### config.mk
export PLATFORM = sky130hd
export DESIGN_NAME = purifier_fan_ion_sensor_tick_core
export DESIGN_NICKNAME = d
export VERILOG_FILES = /design/src/pfist_pkg.sv /design/src/purifier_fan_ion_sensor_tick_core.sv /design/src/pfist_tick_calc.sv
export VERILOG_INCLUDE_DIRS = /design/src /design/src/src
export SDC_FILE = /design/constraint.sdc
export NUM_CORES = 1
export LEC_CHECK = 0
export ABC_AREA = 1
export BUFFER_PORTS_ARGS = -buffer_cell sky130_fd_sc_hd__buf_2
export CAP_MARGIN = 20
export CORE_ASPECT_RATIO = 2
export CORE_MARGIN = 2
export CORE_UTILIZATION = 45
export CTS_BUF_LIST = sky130_fd_sc_hd__clkbuf_2
export DETAILED_ROUTE_END_ITERATION = 10
export GPL_TIMING_DRIVEN = 0
export PLACE_DENSITY_LB_ADDON = 0.2
export SYNTH_ARGS = -nofsm -noshare
export SYNTH_HDL_FRONTEND = slang
export SYNTH_SLANG_ARGS = --single-unit
### constraint.sdc
create_clock -name i_clk -period 7.3 [get_ports i_clk]
set_clock_uncertainty 0.1 [all_clocks]
set_input_delay 1.46 -clock i_clk [delete_from_list [all_inputs] [get_ports i_clk]]
set_output_delay 1.46 -clock i_clk [all_outputs]
set_load 0.05 [all_outputs]
### src/purifier_fan_ion_sensor_tick_core_assert.svh
// assertion macros for the purifier fan / ion / sensor tick core
// expects i_clk and i_rst_n in the including module
`ifndef PURIFIER_FAN_ION_SENSOR_TICK_CORE_ASSERT_SVH
`define PURIFIER_FAN_ION_SENSOR_TICK_CORE_ASSERT_SVH

// same-cycle implication, checked out of reset
`define PFIST_ASSERT_NOW(label, ante, cons, msg) \
    label: assert property (@(posedge i_clk) disable iff (!i_rst_n) (ante) |-> (cons)) \
        else $error(msg);

// next-cycle implication, checked out of reset
`define PFIST_ASSERT_NEXT(label, ante, cons, msg) \
    label: assert property (@(posedge i_clk) disable iff (!i_rst_n) (ante) |=> (cons)) \
        else $error(msg);

`endif

### src/pfist_pkg.sv
// shared types and codes for the purifier fan / ion / sensor tick core
// no dependencies
`default_nettype none

package pfist_pkg;

    // work mode codes
    localparam logic [2:0] WORK_AUTO  = 3'd0;
    localparam logic [2:0] WORK_LOW   = 3'd1;
    localparam logic [2:0] WORK_MID   = 3'd2;
    localparam logic [2:0] WORK_HIGH  = 3'd3;
    localparam logic [2:0] WORK_SLEEP = 3'd4;

    // fan level codes
    localparam logic [2:0] LVL_OFF   = 3'd0;
    localparam logic [2:0] LVL_SLEEP = 3'd1;
    localparam logic [2:0] LVL_LOW   = 3'd2;
    localparam logic [2:0] LVL_MID   = 3'd3;
    localparam logic [2:0] LVL_HIGH  = 3'd4;

    // configuration register indexes
    localparam logic [2:0] REG_RPM_SLEEP    = 3'd0;
    localparam logic [2:0] REG_RPM_LOW      = 3'd1;
    localparam logic [2:0] REG_RPM_MID      = 3'd2;
    localparam logic [2:0] REG_RPM_HIGH     = 3'd3;
    localparam logic [2:0] REG_STARTUP_HOLD = 3'd4;
    localparam logic [2:0] REG_SENSOR_DELAY = 3'd5;
    localparam logic [2:0] REG_BOOT_WINDOW  = 3'd6;

    localparam logic [15:0] ON_TIME_MAX = 16'hffff;

    typedef struct packed {
        logic [15:0] rpm_sleep;
        logic [15:0] rpm_low;
        logic [15:0] rpm_mid;
        logic [15:0] rpm_high;
        logic [7:0]  startup_hold_ticks;
        logic [15:0] sensor_off_delay;
        logic [7:0]  boot_sensor_window;
    } t_cfg;

    typedef struct packed {
        logic       power_on;
        logic       fan_fault;
        logic       tilt_fault;
        logic       door_left_open;
        logic       door_right_open;
        logic       link_fault;
        logic [2:0] work_mode;
        logic       ion_allowed;
        logic [1:0] pm_level;
        logic [1:0] voc_level;
        logic [1:0] formaldehyde_level;
        logic [7:0] run_time;
    } t_item;

    typedef struct packed {
        logic [7:0]  hold_count;
        logic [15:0] off_delay_count;
        logic [15:0] on_time_count;
        logic [1:0]  last_quality;
        logic [2:0]  last_auto_level;
    } t_state;

    typedef struct packed {
        logic [2:0]  fan_level;
        logic [15:0] target_rpm;
        logic        ion_on;
        logic        sensor_supply_on;
        logic [15:0] sensor_on_time;
        logic [1:0]  worst_quality;
        logic [2:0]  auto_fan_level;
    } t_result;

endpackage

`default_nettype wire

### src/purifier_fan_ion_sensor_tick_core.sv
// Purifier control tick core. Each input transfer is one 100 ms tick and yields
// exactly one result transfer. The tick logic is combinational and runs
// between the input port and the result register, and a new tick is accepted
// in every cycle in which the result register is empty or being emptied, so
// the sustained rate is one tick per clock. Configuration writes are always
// accepted and take effect for the next tick; write them only while idle.
// depends on pfist_pkg, pfist_tick_calc and the assertion macro header
`default_nettype none

`include "purifier_fan_ion_sensor_tick_core_assert.svh"

module purifier_fan_ion_sensor_tick_core (
    input  wire logic        i_clk,
    input  wire logic        i_rst_n,
    // tick input
    input  wire logic        s_axis_tvalid,
    output logic             s_axis_tready,
    // [0] power_on, [1] fan_fault, [2] tilt_fault, [3] door_left_open,
    // [4] door_right_open, [5] link_fault, [8:6] work_mode, [9] ion_allowed,
    // [11:10] pm_level, [13:12] voc_level, [15:14] formaldehyde_level,
    // [23:16] run_time
    input  wire logic [23:0] s_axis_tdata,
    // result output
    output logic             m_axis_tvalid,
    input  wire logic        m_axis_tready,
    // [2:0] fan_level, [18:3] target_rpm, [19] ion_on, [20] sensor_supply_on,
    // [36:21] sensor_on_time, [38:37] worst_quality, [41:39] auto_fan_level,
    // [47:42] zero
    output logic [47:0]      m_axis_tdata,
    // configuration writes
    input  wire logic        i_cfg_valid,
    output logic             o_cfg_ready,
    input  wire logic [2:0]  i_cfg_index,
    input  wire logic [15:0] i_cfg_data
);

    pfist_pkg::t_cfg    r_cfg;
    pfist_pkg::t_state  r_state;
    pfist_pkg::t_state  n_state;
    pfist_pkg::t_item   item;
    pfist_pkg::t_result result;
    pfist_pkg::t_result r_out;
    logic               r_out_valid;
    logic               in_xfer;

    assign item.power_on           = s_axis_tdata[0];
    assign item.fan_fault          = s_axis_tdata[1];
    assign item.tilt_fault         = s_axis_tdata[2];
    assign item.door_left_open     = s_axis_tdata[3];
    assign item.door_right_open    = s_axis_tdata[4];
    assign item.link_fault         = s_axis_tdata[5];
    assign item.work_mode          = s_axis_tdata[8:6];
    assign item.ion_allowed        = s_axis_tdata[9];
    assign item.pm_level           = s_axis_tdata[11:10];
    assign item.voc_level          = s_axis_tdata[13:12];
    assign item.formaldehyde_level = s_axis_tdata[15:14];
    assign item.run_time           = s_axis_tdata[23:16];

    assign s_axis_tready = !r_out_valid || m_axis_tready;
    assign in_xfer       = s_axis_tvalid && s_axis_tready;
    assign o_cfg_ready   = 1'b1;

    pfist_tick_calc u_calc (
        .i_item   (item),
        .i_state  (r_state),
        .i_cfg    (r_cfg),
        .o_state  (n_state),
        .o_result (result)
    );

    always_ff @(posedge i_clk) begin
        if (!i_rst_n) begin
            r_cfg.rpm_sleep          <= 16'd300;
            r_cfg.rpm_low            <= 16'd500;
            r_cfg.rpm_mid            <= 16'd650;
            r_cfg.rpm_high           <= 16'd800;
            r_cfg.startup_hold_ticks <= 8'd30;
            r_cfg.sensor_off_delay   <= 16'd600;
            r_cfg.boot_sensor_window <= 8'd60;
        end else if (i_cfg_valid) begin
            unique case (i_cfg_index)
                pfist_pkg::REG_RPM_SLEEP:    r_cfg.rpm_sleep          <= i_cfg_data;
                pfist_pkg::REG_RPM_LOW:      r_cfg.rpm_low            <= i_cfg_data;
                pfist_pkg::REG_RPM_MID:      r_cfg.rpm_mid            <= i_cfg_data;
                pfist_pkg::REG_RPM_HIGH:     r_cfg.rpm_high           <= i_cfg_data;
                pfist_pkg::REG_STARTUP_HOLD: r_cfg.startup_hold_ticks <= i_cfg_data[7:0];
                pfist_pkg::REG_SENSOR_DELAY: r_cfg.sensor_off_delay   <= i_cfg_data;
                pfist_pkg::REG_BOOT_WINDOW:  r_cfg.boot_sensor_window <= i_cfg_data[7:0];
                default: begin
                    // writes past the last register are dropped
                end
            endcase
        end
    end

    always_ff @(posedge i_clk) begin
        if (!i_rst_n) begin
            r_state     <= '0;
            r_out_valid <= 1'b0;
        end else begin
            if (in_xfer) begin
                r_state <= n_state;
            end
            if (in_xfer) begin
                r_out_valid <= 1'b1;
            end else if (m_axis_tready) begin
                r_out_valid <= 1'b0;
            end
        end
    end

    always_ff @(posedge i_clk) begin
        if (in_xfer) begin
            r_out <= result;
        end
    end

    assign m_axis_tvalid = r_out_valid;
    assign m_axis_tdata  = {6'd0, r_out.auto_fan_level, r_out.worst_quality,
                            r_out.sensor_on_time, r_out.sensor_supply_on, r_out.ion_on,
                            r_out.target_rpm, r_out.fan_level};

    `PFIST_ASSERT_NOW(a_off_no_rpm, r_out_valid && (r_out.fan_level == pfist_pkg::LVL_OFF),
        r_out.target_rpm == 16'd0, "fan off but nonzero target rpm")
    `PFIST_ASSERT_NOW(a_no_supply_no_time, r_out_valid && !r_out.sensor_supply_on,
        r_out.sensor_on_time == 16'd0, "sensor supply off with on-time left")
    `PFIST_ASSERT_NOW(a_empty_takes, !r_out_valid, s_axis_tready,
        "result register empty but input stalled")
    `PFIST_ASSERT_NEXT(a_power_reloads, in_xfer && item.power_on,
        r_state.off_delay_count == $past(r_cfg.sensor_off_delay),
        "off delay not reloaded while powered")

endmodule

`default_nettype wire

### src/pfist_tick_calc.sv
// per-tick decision logic: fan level, rpm, ion, sensor supply and counters
// depends on pfist_pkg
`default_nettype none

module pfist_tick_calc (
    input  pfist_pkg::t_item   i_item,
    input  pfist_pkg::t_state  i_state,
    input  pfist_pkg::t_cfg    i_cfg,
    output pfist_pkg::t_state  o_state,
    output pfist_pkg::t_result o_result
);

    logic        enabled;
    logic [1:0]  worst;
    logic [2:0]  lvl;
    logic        sense;
    logic [15:0] rpm;
    logic [15:0] on_time_mid;

    assign enabled = i_item.power_on && !i_item.fan_fault && !i_item.tilt_fault
                     && !i_item.door_left_open && !i_item.door_right_open
                     && !i_item.link_fault;

    always_comb begin
        worst = i_item.pm_level;
        if (i_item.voc_level > worst) begin
            worst = i_item.voc_level;
        end
        if (i_item.formaldehyde_level > worst) begin
            worst = i_item.formaldehyde_level;
        end
    end

    always_comb begin
        o_state     = i_state;
        lvl         = pfist_pkg::LVL_OFF;
        on_time_mid = i_state.on_time_count;

        if (enabled) begin
            if (i_state.hold_count != 8'd0) begin
                o_state.hold_count = i_state.hold_count - 8'd1;
                lvl = pfist_pkg::LVL_MID;
            end else begin
                case (i_item.work_mode)
                    pfist_pkg::WORK_AUTO: begin
                        lvl = {1'b0, worst} + 3'd1;
                        o_state.last_quality    = worst;
                        o_state.last_auto_level = {1'b0, worst} + 3'd1;
                    end
                    pfist_pkg::WORK_LOW:  lvl = pfist_pkg::LVL_LOW;
                    pfist_pkg::WORK_MID:  lvl = pfist_pkg::LVL_MID;
                    pfist_pkg::WORK_HIGH: lvl = pfist_pkg::LVL_HIGH;
                    // sleep and the unused codes
                    default:              lvl = pfist_pkg::LVL_SLEEP;
                endcase
            end
        end else begin
            o_state.hold_count = i_cfg.startup_hold_ticks;
        end

        // sensor supply keeps running for a while after power-off
        if (i_item.power_on) begin
            o_state.off_delay_count = i_cfg.sensor_off_delay;
        end else if (i_state.off_delay_count != 16'd0) begin
            o_state.off_delay_count = i_state.off_delay_count - 16'd1;
            on_time_mid = pfist_pkg::ON_TIME_MAX;
        end

        sense = i_item.power_on || (o_state.off_delay_count != 16'd0)
                || (i_item.run_time < i_cfg.boot_sensor_window);

        if (sense) begin
            if (on_time_mid != pfist_pkg::ON_TIME_MAX && i_item.power_on) begin
                o_state.on_time_count = on_time_mid + 16'd1;
            end else begin
                o_state.on_time_count = on_time_mid;
            end
        end else begin
            o_state.on_time_count = 16'd0;
        end
    end

    always_comb begin
        unique case (lvl)
            pfist_pkg::LVL_SLEEP: rpm = i_cfg.rpm_sleep;
            pfist_pkg::LVL_LOW:   rpm = i_cfg.rpm_low;
            pfist_pkg::LVL_MID:   rpm = i_cfg.rpm_mid;
            pfist_pkg::LVL_HIGH:  rpm = i_cfg.rpm_high;
            default:              rpm = 16'd0;
        endcase
    end

    assign o_result.fan_level        = lvl;
    assign o_result.target_rpm       = rpm;
    assign o_result.ion_on           = i_item.power_on && i_item.ion_allowed
                                       && (i_item.work_mode != pfist_pkg::WORK_SLEEP)
                                       && !i_item.door_right_open
                                       && !i_item.door_left_open && !i_item.tilt_fault;
    assign o_result.sensor_supply_on = sense;
    assign o_result.sensor_on_time   = o_state.on_time_count;
    assign o_result.worst_quality    = o_state.last_quality;
    assign o_result.auto_fan_level   = o_state.last_auto_level;

endmodule

`default_nettype wire

**Word-level counts from Yosys, hierarchy flattened**

Cells that the tools add are included.

- ROM bits: 0
- Word-level logic and storage cells: 97
- Memories: 0
- Register bits after elaboration: 184
- Output and inout bits: 51
- RAM bits: 0
- Bits of input ports: 48
- Bits in latches: 0

- Bitwise gates (word level): 0
- Eq/ne operators: 16
- Mux-type cells: 19
- Reduce and logical (&&, ||, !) cells: 35
- $add $sub $neg: 4
- $lt $le $gt $ge: 3
- Divide/modulo/power cells: 0
- Multipliers: 0
- Shifts and indexed selects: 0

Operator list:

| operator | number |
|---|---|
| two-way mux 16 bit | 6 |
| one-hot mux 16 bit (4 select lines) | 1 |
| nonzero test 16 bit | 2 |
| equality test 3 x 2 -> 1 bit (second input constant) | 6 |
| adder 16 x 1 -> 16 bit (second input constant) | 1 |
| two-way mux 8 bit | 2 |
| inequality test 16 bit (second input constant) | 1 |
| AND reduction 2 bit | 8 |
| subtractor 16 x 1 -> 16 bit (second input constant) | 1 |
| two-way mux 5 bit | 3 |
| equality test 3 bit (second input constant) | 4 |
| logical AND 1 bit | 12 |
| one-hot mux 3 bit (4 select lines) | 1 |
| equality test 3 x 1 -> 1 bit (second input constant) | 3 |
| less-than comparator 8 bit | 1 |
| nonzero test 8 bit | 1 |
| subtractor 8 x 1 -> 8 bit (second input constant) | 1 |
| zero test 1 bit | 6 |
| zero test 3 bit | 2 |
| two-way mux 3 bit | 2 |
| > comparator 2 bit | 2 |
| two-way mux 2 bit | 2 |
| adder 2 x 1 -> 3 bit (second input constant) | 1 |
| logical OR 1 bit | 3 |
| 4 further kinds | 5 |

**Depth between registers and ports, before layout**

- Depth in word-level cells: 10
- Mapped depth: 23
- Depth with buffers taken out: 23

**Modules after synthesis**

A second synthesis with hierarchy kept.

- Cells, all modules: 1436
- Area, all modules: 9987.1 µm²

By module, submodules not included:

| module | seq. area each (µm²) | times used | cells an instance | area an instance (µm²) |
|---|---|---|---|---|
| purifier_fan_ion_sensor_tick_core | 4103.9 | 1 | 826 | 6956.7 |
| pfist_tick_calc | 0.0 | 1 | 610 | 3030.4 |

**Least setup slack after synthesis**

No wires, ideal clock.

- Path type: in2reg
- Start point: in s_axis_tdata[11]
- End point: reg r_out (netlist bit m_axis_tdata[11]) (data pin)
- Data required time: 6937 ps
- Setup time: 263 ps
- Path buffers: 1
- Arrival: 4033 ps
- Cell stages on the path: 19
- Setup slack: 2903 ps
- Cells stage by stage: inv_1 ha_1 o22ai_1 nand2_1 o21a_1 ha_1 inv_1 o22ai_1 or2_2 nand2_1 ha_1 o211ai_1 nand2_1 nand2_2 nor2_4 and3_1 buf_4 nand2_1 nand4_1

RTL lines:

| element | RTL line | source |
|---|---|---|
| from (decl) | purifier_fan_ion_sensor_tick_core.sv:22 | `input wire logic [23:0] s_axis_tdata,` |
| to (signal assigned) | purifier_fan_ion_sensor_tick_core.sv:114 | `r_out <= result;` |
| to (decl) | purifier_fan_ion_sensor_tick_core.sv:42 | `pfist_pkg::t_result r_out;` |

==> results.md <==
- First-pass GRT wire length: between 40000 and 50000 µm
- Final period utilization: between 50% and 60%
- Count of cell types in the netlist: 44
- Post-synthesis cell count: 1266
- Port Buffers: 91
- Most frequent cells in the layout: 253 x nand2_1, 190 x nor2_1, 159 x inv_1
- Yosys reg bits: 184
- CP Data Required Time: 7.76 ns
- Gr usage total: 26.0%
- DRT antenna net count: 0
- # IOs: 99
- DRT Wirelength: 27800 µm
- Area grow syn2layout: 11.1%
- Crit. End Element: flop
- Final nets: 1448
- CTS Hold Bufs: 0
- Tmin final: 4.09 ns
- Max Fclk: ~0.24 GHz
- Post-place instance area: around 10000 µm²
- RSZ-0062 raised after global routing: no
- Worst hold path class: flop to flop
- Wire per inst: ~17 µm
- Final setup fails: 0
- HPWL Detailed: about 22000 µm
- Total congestion overflow: 0
- Leak pwr: 0.00496 µW
- Post-CTS Resized: 0
- Clock-pin slew on the worst setup and hold paths: 0.22 ns
- Share of cells above drive strength 1: 15.9%
- Detailed Route Iter0 Violations: 359
- Die area: 21900 µm²
- Peak supply drop: 118 µV
- Initial DRT Pass Iterations: 5
- Outcome: finished clean
- Dpl ws: between 2 and 2.5 ns
- H-tree depth: 4
- Setup TNS: 0 ns
- Core Area: about 20000 µm²
- Finished Cell Area: 10300 µm²
- Post-CTS setup buffer count: 0
- Root buf cell: clkbuf_2
- Power Density: 200 nW/µm²
- Synthesized area: 9290 µm²
- Maximum fanout along the worst path: 10
- Crit path launch type: input pin
- Drc violations: 0
- Clock Sinks: approximately 180
- Yosys warns: 0
- Die X: between 100 and 150 µm
- Row count: 74
- Die H: 207 µm
- MaxCap Viol Count: 0
- Via density: 5.15
- Final WS setup: 3.21 ns
- Synth Area per Inst: 7.34 µm²
- GP Congestion: 0.974
- CTS max path bufs: 2
- Final hold viol count: 0
- Initial Util: 45.6%
- Vias in the first global route: 8516
- Initial antenna violation count: 1
- Clk_lat worst skew: 0.84 ns
- Largest net degree at the start of global routing: 36
- Vias: 8558
- Worst-Margin Slew: 0.815 ns
- CTS tree: yes
- Total power: 2060 µW
- Critical path arrival: between 4 and 5 ns
- CTS Buf Count: 17
- WS Path Type: input pin to flop
- Slew HR: 44.9%
- Seq/Total Area, Yosys: 44.2%
- Max-slew violations: 0
- Commonest non-fill, non-tap cell in the layout: nand2_1
cell type report:
type | count | area [µm²]
Buffer | 57 | 314
Fill cell | 2096 | 10100
Inverter | 168 | 631
Antenna cell | 1 | 2.50
Sequential cell | 184 | 4100
Clock buffer | 20 | 100
Multi-Input combinational cell | 862 | 4260
Tap cell | 266 | 333
Clock inverter | 12 | 100
Timing Repair Buffer | 92 | 475
cells in the mapped netlist:
master,instances,area (µm²)
o31ai_1,1,7.51
nor3_1,5,25.0
nand2_4,2,22.5
nand2_2,11,68.8
and3_1,1,6.26
o21a_1,1,7.51
a221oi_1,1,8.76
a21oi_1,39,195
o21ai_2,2,17.5
inv_2,6,22.5
buf_4,12,90.1
nor4_4,1,21.3
clkinv_1,3,11.3
nand2_1,253,950
a21oi_2,11,96.3
nor2_2,15,93.8
or2_2,7,43.8
o41ai_1,4,35.0
nor3_2,1,10.0
nor4_1,2,12.5
xor2_1,6,52.6
o221ai_1,1,8.76
edfxtp_1,42,1260
buf_2,4,20.0
a211oi_1,4,30.0
nand3b_1,3,22.5
clkbuf_1,33,124
o211ai_1,8,60.1
inv_1,159,597
o21ai_0,126,631
nand3_2,13,130
dfxtp_1,142,2840
buf_1,2,7.51
ha_1,18,225
a31oi_1,5,31.3
buf_6,5,56.3
o21ai_1,7,35.0
buf_8,1,15.0
nand4_1,31,194
nor2_4,7,78.8
nor2_1,190,713
conb_1,2,7.51
o22ai_1,3,18.8
nand3_1,76,380
flip-flops by register name (all words and copies together) (netlist names):
signal and flops:
m_axis_tdata 42, m_axis_tvalid 1, r_cfg 96, r_state 45
path summary, 6_finish.rpt:
path | end | slack, ns | cells after the start | start
min | r_cfg[0]$_SDFFE_PN0P_ | 0.37 | 2 | r_cfg[0]$_SDFFE_PN0P_
max reg2reg | m_axis_tdata[35]$_DFFE_PP_ | 3.92 | 21 | r_state[21]$_SDFFE_PN0P_
min reg2reg | r_cfg[0]$_SDFFE_PN0P_ | 0.37 | 2 | r_cfg[0]$_SDFFE_PN0P_
max | m_axis_tdata[15]$_DFFE_PP_ | 3.21 | 21 | s_axis_tdata[11]
through the flow:
stage | hold slack, ns | instances | utilization, %
finish | 0.367 | 1662 | 50.7
global route | 0.399 | 1662 | 50.7
CTS | 0.374 | 1661 | 50.6
detailed placement | 0.344 | 1629 | 49.7
global placement | 0.338 | 1628 | 49.6
floorplan | 0.324 | 1271 | -
routing by layer:
metal  up-vias  track usage [%]  routed length, µm  share of wire (%)
met5         -                0                  0                  0
li1       4315                -                  -                  -
met3       105             4.47                968                3.5
met4         0             16.4               1830                6.6
met1      3895             23.6               9210                 33
met2       243             51.0              15800                 57
power breakdown:
group	total, µW	leakage, µW	internal [µW]	switching, µW
combinational	437	0.00325	124	313
clock	493	0.000141	129	365
sequential	1130	0.00157	1100	29.5
critical path, stage by stage:
cell and delay, ns:
buf_2 0.08, inv_1 0.05, ha_1 0.30, o22ai_1 0.26, nand2_1 0.11, o21a_1 0.12
ha_1 0.26, inv_1 0.05, o22ai_1 0.08, or2_2 0.31, nand2_1 0.08, ha_1 0.17
inv_1 0.05, o22ai_1 0.18, inv_1 0.10, nor2_4 0.18, nor2_4 0.07, and3_1 0.21
buf_4 0.21, nand2_1 0.07, nand4_1 0.14
cells by family after synthesis:
family          Yosys count  synth area share, %
flops                   184                 44.2
buf+inv                 225                 10.2
simple gates            618                 29.9
fa+ha+maj                18                 2.42
xor+xnor                  6                0.566
other cells               2               0.0809
compound gates          213                 12.7
Power figures use the tool's default switching activity.
